[config.mk]
export PLATFORM = sky130hd
export DESIGN_NAME = hcr_ctrl
export DESIGN_NICKNAME = d
export VERILOG_FILES = /design/src/design/hcr_pkg.sv /design/src/design/hcr_ctrl.sv
export SDC_FILE = /design/constraint.sdc
export NUM_CORES = 1
export LEC_CHECK = 0
export BUFFER_PORTS_ARGS = -buffer_cell sky130_fd_sc_hd__buf_2
export CORE_MARGIN = 2
export CORE_UTILIZATION = 30
export CTS_BUF_LIST = sky130_fd_sc_hd__clkbuf_16
export DETAILED_ROUTE_END_ITERATION = 7
export MAX_ROUTING_LAYER = met4
export PLACE_DENSITY = 0.46
export SYNTH_ARGS = -nofsm -noshare
export SYNTH_HDL_FRONTEND = slang
export SYNTH_SLANG_ARGS = --single-unit
[constraint.sdc]
create_clock -name i_clk -period 4.6 [get_ports i_clk]
set_clock_uncertainty 0.15 [all_clocks]
set_input_delay 0.23 -clock i_clk [delete_from_list [all_inputs] [get_ports i_clk]]
set_output_delay 0.23 -clock i_clk [all_outputs]
set_load 0.05 [all_outputs]
[src/design/hcr_pkg.sv]
package hcr_pkg;

    localparam int MAX_WIDTH_DEF = 1024;

    localparam logic [10:0] WIDTH_RST  = 11'd640;
    localparam logic [11:0] HEIGHT_RST = 12'd480;
    localparam logic [15:0] ALPHA_RST  = 16'd2621;
    localparam logic [15:0] WSIDE_RST  = 16'd20172;
    localparam logic [15:0] WCTR_RST   = 16'd25193;

    localparam logic [2:0] REG_WIDTH  = 3'd0;
    localparam logic [2:0] REG_HEIGHT = 3'd1;
    localparam logic [2:0] REG_ALPHA  = 3'd2;
    localparam logic [2:0] REG_WSIDE  = 3'd3;
    localparam logic [2:0] REG_WCTR   = 3'd4;

    localparam logic signed [43:0] RESP_MAX = {1'b0, {43{1'b1}}};
    localparam logic signed [43:0] RESP_MIN = {1'b1, {43{1'b0}}};

    // controller -> datapath commands
    typedef struct packed {
        logic load;     // capture input, read line buffers
        logic mirror;   // row 1: row above is the current row
        logic pass2;    // second result: mirrored last row
        logic step;     // advance one arithmetic stage
        logic wr;       // write current products to the line buffer
    } t_cmd;

    // datapath -> controller status
    typedef struct packed {
        logic done;     // response register holds a finished result
    } t_sts;

endpackage

[src/design/hcr_ctrl.sv]
module hcr_ctrl #(
    parameter int MAX_WIDTH = hcr_pkg::MAX_WIDTH_DEF,
    parameter int AW = $clog2(MAX_WIDTH)
) (
    input  logic           i_clk,
    input  logic           i_rst_n,
    input  logic           i_valid,
    output logic           o_ready,
    output logic           o_valid,
    input  logic           i_ready,
    output logic           o_last,
    input  logic [10:0]    i_width,
    input  logic [11:0]    i_height,
    output hcr_pkg::t_cmd  o_cmd,
    output logic [3:0]     o_stage,
    output logic [AW:0]    o_addr
);
    typedef enum logic [3:0] {
        S_IDLE = 4'b0001,
        S_CALC = 4'b0010,
        S_OUT  = 4'b0100,
        S_WR   = 4'b1000
    } t_state;

    t_state r_state, n_state;
    logic [3:0] r_stage;
    logic [11:0] r_col, r_row;
    logic r_two, r_pass2, r_emit;

    logic [11:0] w_eff, h_eff, col0, row0;
    logic wrapc;

    always_comb begin
        w_eff = {1'b0, i_width};
        if (i_width < 11'd3) w_eff = 12'd3;
        if ({1'b0, w_eff} > 13'(MAX_WIDTH)) w_eff = 12'(MAX_WIDTH);
        h_eff = (i_height < 12'd3) ? 12'd3 : i_height;
        wrapc = r_col >= w_eff;
        col0 = wrapc ? 12'd0 : r_col;
        row0 = wrapc ? r_row + 12'd1 : r_row;
        if (row0 >= h_eff) row0 = 12'd0;
    end

    assign o_ready = (r_state == S_IDLE);
    assign o_valid = (r_state == S_OUT);
    assign o_last  = r_pass2 || !r_two;
    assign o_stage = r_stage;
    assign o_addr  = {row0[0], col0[AW-1:0]};

    always_comb begin
        o_cmd = '0;
        o_cmd.load   = (r_state == S_IDLE) && i_valid;
        o_cmd.step   = (r_state == S_CALC);
        o_cmd.mirror = (r_row == 12'd1);
        o_cmd.pass2  = r_pass2;
        o_cmd.wr     = (r_state == S_WR);
        n_state = r_state;
        case (r_state)
            S_IDLE: if (i_valid) n_state = S_CALC;
            S_CALC: if (r_stage == 4'd12) n_state = r_emit ? S_OUT : S_WR;
            S_OUT:  if (i_ready) n_state = (r_two && !r_pass2) ? S_CALC : S_WR;
            S_WR:   n_state = S_IDLE;
            default: n_state = S_IDLE;
        endcase
    end

    always_ff @(posedge i_clk) begin
        if (!i_rst_n) begin
            r_state <= S_IDLE;
            r_stage <= '0;
            r_col <= '0;
            r_row <= '0;
            r_two <= 1'b0;
            r_pass2 <= 1'b0;
            r_emit <= 1'b0;
        end else begin
            r_state <= n_state;
            case (r_state)
                S_IDLE: if (i_valid) begin
                    r_stage <= '0;
                    r_col <= col0;
                    r_row <= row0;
                    r_emit <= row0 != 12'd0;
                    r_two <= row0 == h_eff - 12'd1;
                    r_pass2 <= 1'b0;
                end
                S_CALC: r_stage <= r_stage + 4'd1;
                S_OUT: if (i_ready) begin
                    r_pass2 <= 1'b1;
                    r_stage <= 4'd2;
                end
                S_WR: begin
                    if (r_col + 12'd1 >= w_eff) begin
                        r_col <= '0;
                        r_row <= (r_row + 12'd1 >= h_eff) ? 12'd0 : r_row + 12'd1;
                    end else begin
                        r_col <= r_col + 12'd1;
                    end
                end
                default: ;
            endcase
        end
    end
endmodule

==> summary.txt <==
Drt
  – Detailed Route WL: 12700 um
  – Final ANT Viol Nets: 0
  – DR pass1 iterations: 4
  – Drt drc: 0
  – Via Count: 4123
  – Detailed Route Iter0 Violations: 209
  – DR WL/cell: 15.9 um
  – DR vias/cell: 5.18

Synthesis
  – Avg Inst Size Synth: 7.52 um2
  – Area leader, netlist: dfxtp_1
  – Synthesized netlist cell count: 528
  – Most frequent cell after synthesis: ha_1
  – Sequential share of the synthesized area: 17.7%
  – Synth top area cells: dfxtp_1, ha_1, xnor2_1, nor2_1, nand2_1
  – Yosys reg bits: 35
  – Post-synth ARST share: 0%
  – Distinct cells, synth: 60
  – Synth Warn #: 0
  – Cell Area, Synth: 0.00397 mm2
  – EDFF count, synth: 0
  – Yosys top cell area share: 17.7%
  – Synth top cells by count: ha_1, nor2_1, nand2_1
  – Main synth FF type: dfxtp_1
  – Syn nets: 607

Layout
  – Final layout net count: 699
  – Post-route design area: 0.00503 mm2
  – Diode count: 0
  – Layout area overhead: 26.9%
  – Share of layout cells above drive strength 1: 23.9%
  – Finished Layout Cells: 796

Floorplanning
  – Die Ht: 119 um
  – # rows: 42
  – Starting Density: 30.3%
  – Core ar.: 0.0131 mm2
  – Die width: 119 um
  – IO Pins: 50
  – Die ar.: 0.0142 mm2

Clock tree
  – Hold-fix buffer count after cts: 0
  – CTS buffer count: 5
  – CTS tree: done
  – Number of H-tree levels: 2
  – Clock transition at path regs: 50 ps
  – Clk_lat worst skew: 280 ps
  – Clock Path Buffers: 2
  – Clock sinks: 35
  – Root Driver: clkbuf_16

GRT
  – GR Util All Layers: 18.5%
  – Grt total ovfl: 0
  – Number of global-route vias before repair: 4103
  – Number of antenna violations at the first check in global routing: 0
  – Largest net degree at the start of global routing: 23
  – First-pass GRT wire length: 20800 um

Critical path
  – Delay-heaviest family, CP: compound AO/OA/AOI/OAI gates
  – Cells on worst reg2reg path: 18
  – Startpoint types: input pin
  – R2r setup slk: 200 ps
  – CP endpoint kind: primary output
  – Worst path max stage delay: 360 ps
  – Critical-path top delay cell: a2111oi_4
  – Cell repeated most along the worst path: buf_4
  – RR Startpoint: r_col[10]$_SDFFE_PN0P_
  – Critical Path RT: 4220 ps
  – Cells along the critical path: buf_2, nor4_4, a21oi_1, nor2_1, ha_1, nand2b_1, a2111oi_4, or4_4, buf_4, a21oi_1, xnor2_1, ha_1, a21o_1, a211o_1, a211oi_2, buf_4, nor2_1, buf_4, nor2_2, buf_6
  – Worst path bufs/invs: 5
  – Reg2reg end: r_two$_SDFFE_PN0P_
  – WS Path Type: in2out
  – WP data arrival: 4040 ps
  – Worst Path Max Fanout: 8

STA
  – Fin. Hold Viols: 0
  – Final Cycle Share: 96.1%
  – Final setup fails: 0
  – Worst slew margin: 42.0%
  – FMAX: 226 MHz
  – Pins Over Slew Limit: 0
  – Worst hold slack: 149 ps
  – Unrepaired setup endpoints after global routing: true
  – Worst slew pin tran: 869 ps
  – Crit path time final: 4420 ps

Placement
  – Detail Placement HPWL: 10100 um
  – Final RePlAce weighted congestion: 0.826
  – Cells after DPL: 786
  – Port-buffer cells: 49
  – Total placed instance area: 0.00476 mm2

Min path
  – Hold worst-path end: r_state[0]$_SDFFE_PN1P_
  – Hold Path Class: in2reg
  – Worst Hold Launch: i_ready
  – Worst Hold Depth: 3

Outcome
  – Outcome: finished, final reports clean

Power
  – Pleak: 2.36 nW
  – Peak VDD IR: 180 uV
  – Pwr dens: 266 mW/mm2

Job
  – Total of max-cap violations: 0
==> final cells by class <==
type	count	area, um2
Multi-Input combinational cell	434	3120
Timing Repair Buffer	109	702
Fill cell	1392	8050
Sequential cell	35	701
Tap cell	176	220
Clock inverter	2	33.8
Clock buffer	5	125
Inverter	35	131
==> through the flow <==
| step | TNS, ps | setup slack [ps] | power (W) | utilization (%) |
|---|---|---|---|---|
| global route | -375 | -155 | 0.00143 | 38.5 |
| floorplan | 0 | 93.5 | 0.000749 | - |
| detailed placement | -3030 | -337 | 0.000946 | 36.3 |
| CTS | -7.98 | -7.98 | 0.00133 | 37.6 |
| global placement | -1290 | -309 | 0.000937 | 36.3 |
| finish | 0 | 181 | 0.00134 | 38.5 |
==> state kept, by name, indices dropped and copies added (netlist names) <==
| signal | cells |
|---|---|
| r_col | 12 |
| r_row | 12 |
| o_stage | 4 |
| r_state | 4 |
| r_emit | 1 |
| r_pass2 | 1 |
| r_two | 1 |
==> layout by cell type, fill, tap and decap left out, drive strengths merged, types with 6 or more instances in the layout <==
master  Yosys  layout
o221a      10      10
buf         6     109
nand3      18      18
a21oi      34      34
or3         6       6
nor4        8       8
nor2b       6       6
a211oi      9       9
a31oi      12      12
nand2b     12      12
and3       15      15
nand2      47      47
a21o        8       8
xor2       14      14
dfxtp      35      35
nor2       50      50
ha         52      52
xnor2      27      27
inv        34      35
o21a        6       6
nor3       18      18
o21ai      19      19
==> routing by layer <==
metal  vias to the layer above  GRT usage (%)  share of wire [%]
met2                        83           29.2                 46
met4                         0           3.50               0.85
met1                      1932           25.6                 49
li1                       2099              -                  -
met3                         9           2.39                4.7
met5                         -              -                  0
==> report_power, final <==
group | internal, W | switching (W)
sequential | 0.000330 | 0.0000396
combinational | 0.000236 | 0.000357
clock | 0.000251 | 0.000127
==> tightest hold or removal path, cell delays in order <==
cell and delay (ps):
buf_2 110, nor2_1 50, o21ai_0 150
==> kinds of logic after synthesis <==
| logic type | share of synthesized area, % |
|---|---|
| XOR/XNOR | 9.99 |
| multiplexers | 0.820 |
| AO/OA/AOI/OAI | 23.0 |
| flip-flops | 17.7 |
| buffers and inverters | 5.99 |
| adder cells (fa/ha/maj) | 16.4 |
| AND/OR/NAND/NOR | 26.1 |
==> worst max-delay path by stage <==
stage | startpoint | endpoint | slack, ps | depth (start not counted)
after floorplan | i_width[9] | r_two$_SDFFE_PN0P_ | 90 | 21
after global placement | i_width[9] | r_two$_SDFFE_PN0P_ | -310 | 21
after detailed placement | i_width[9] | r_two$_SDFFE_PN0P_ | -340 | 21
after CTS | i_width[9] | r_two$_SDFFE_PN0P_ | -8 | 21
after global routing | i_width[9] | r_two$_SDFFE_PN0P_ | -160 | 22
final | i_width[6] | o_addr[10] | 180 | 20
==> what timing repair did <==
action | 4_1_cts | 5_1_grt
endpoints found under the setup margin | 2 | 15
pin swaps | 0 | 3
setup buffers | 0 | 3
gates resized for setup | 2 | 17
Power figures use the tool's default switching activity.
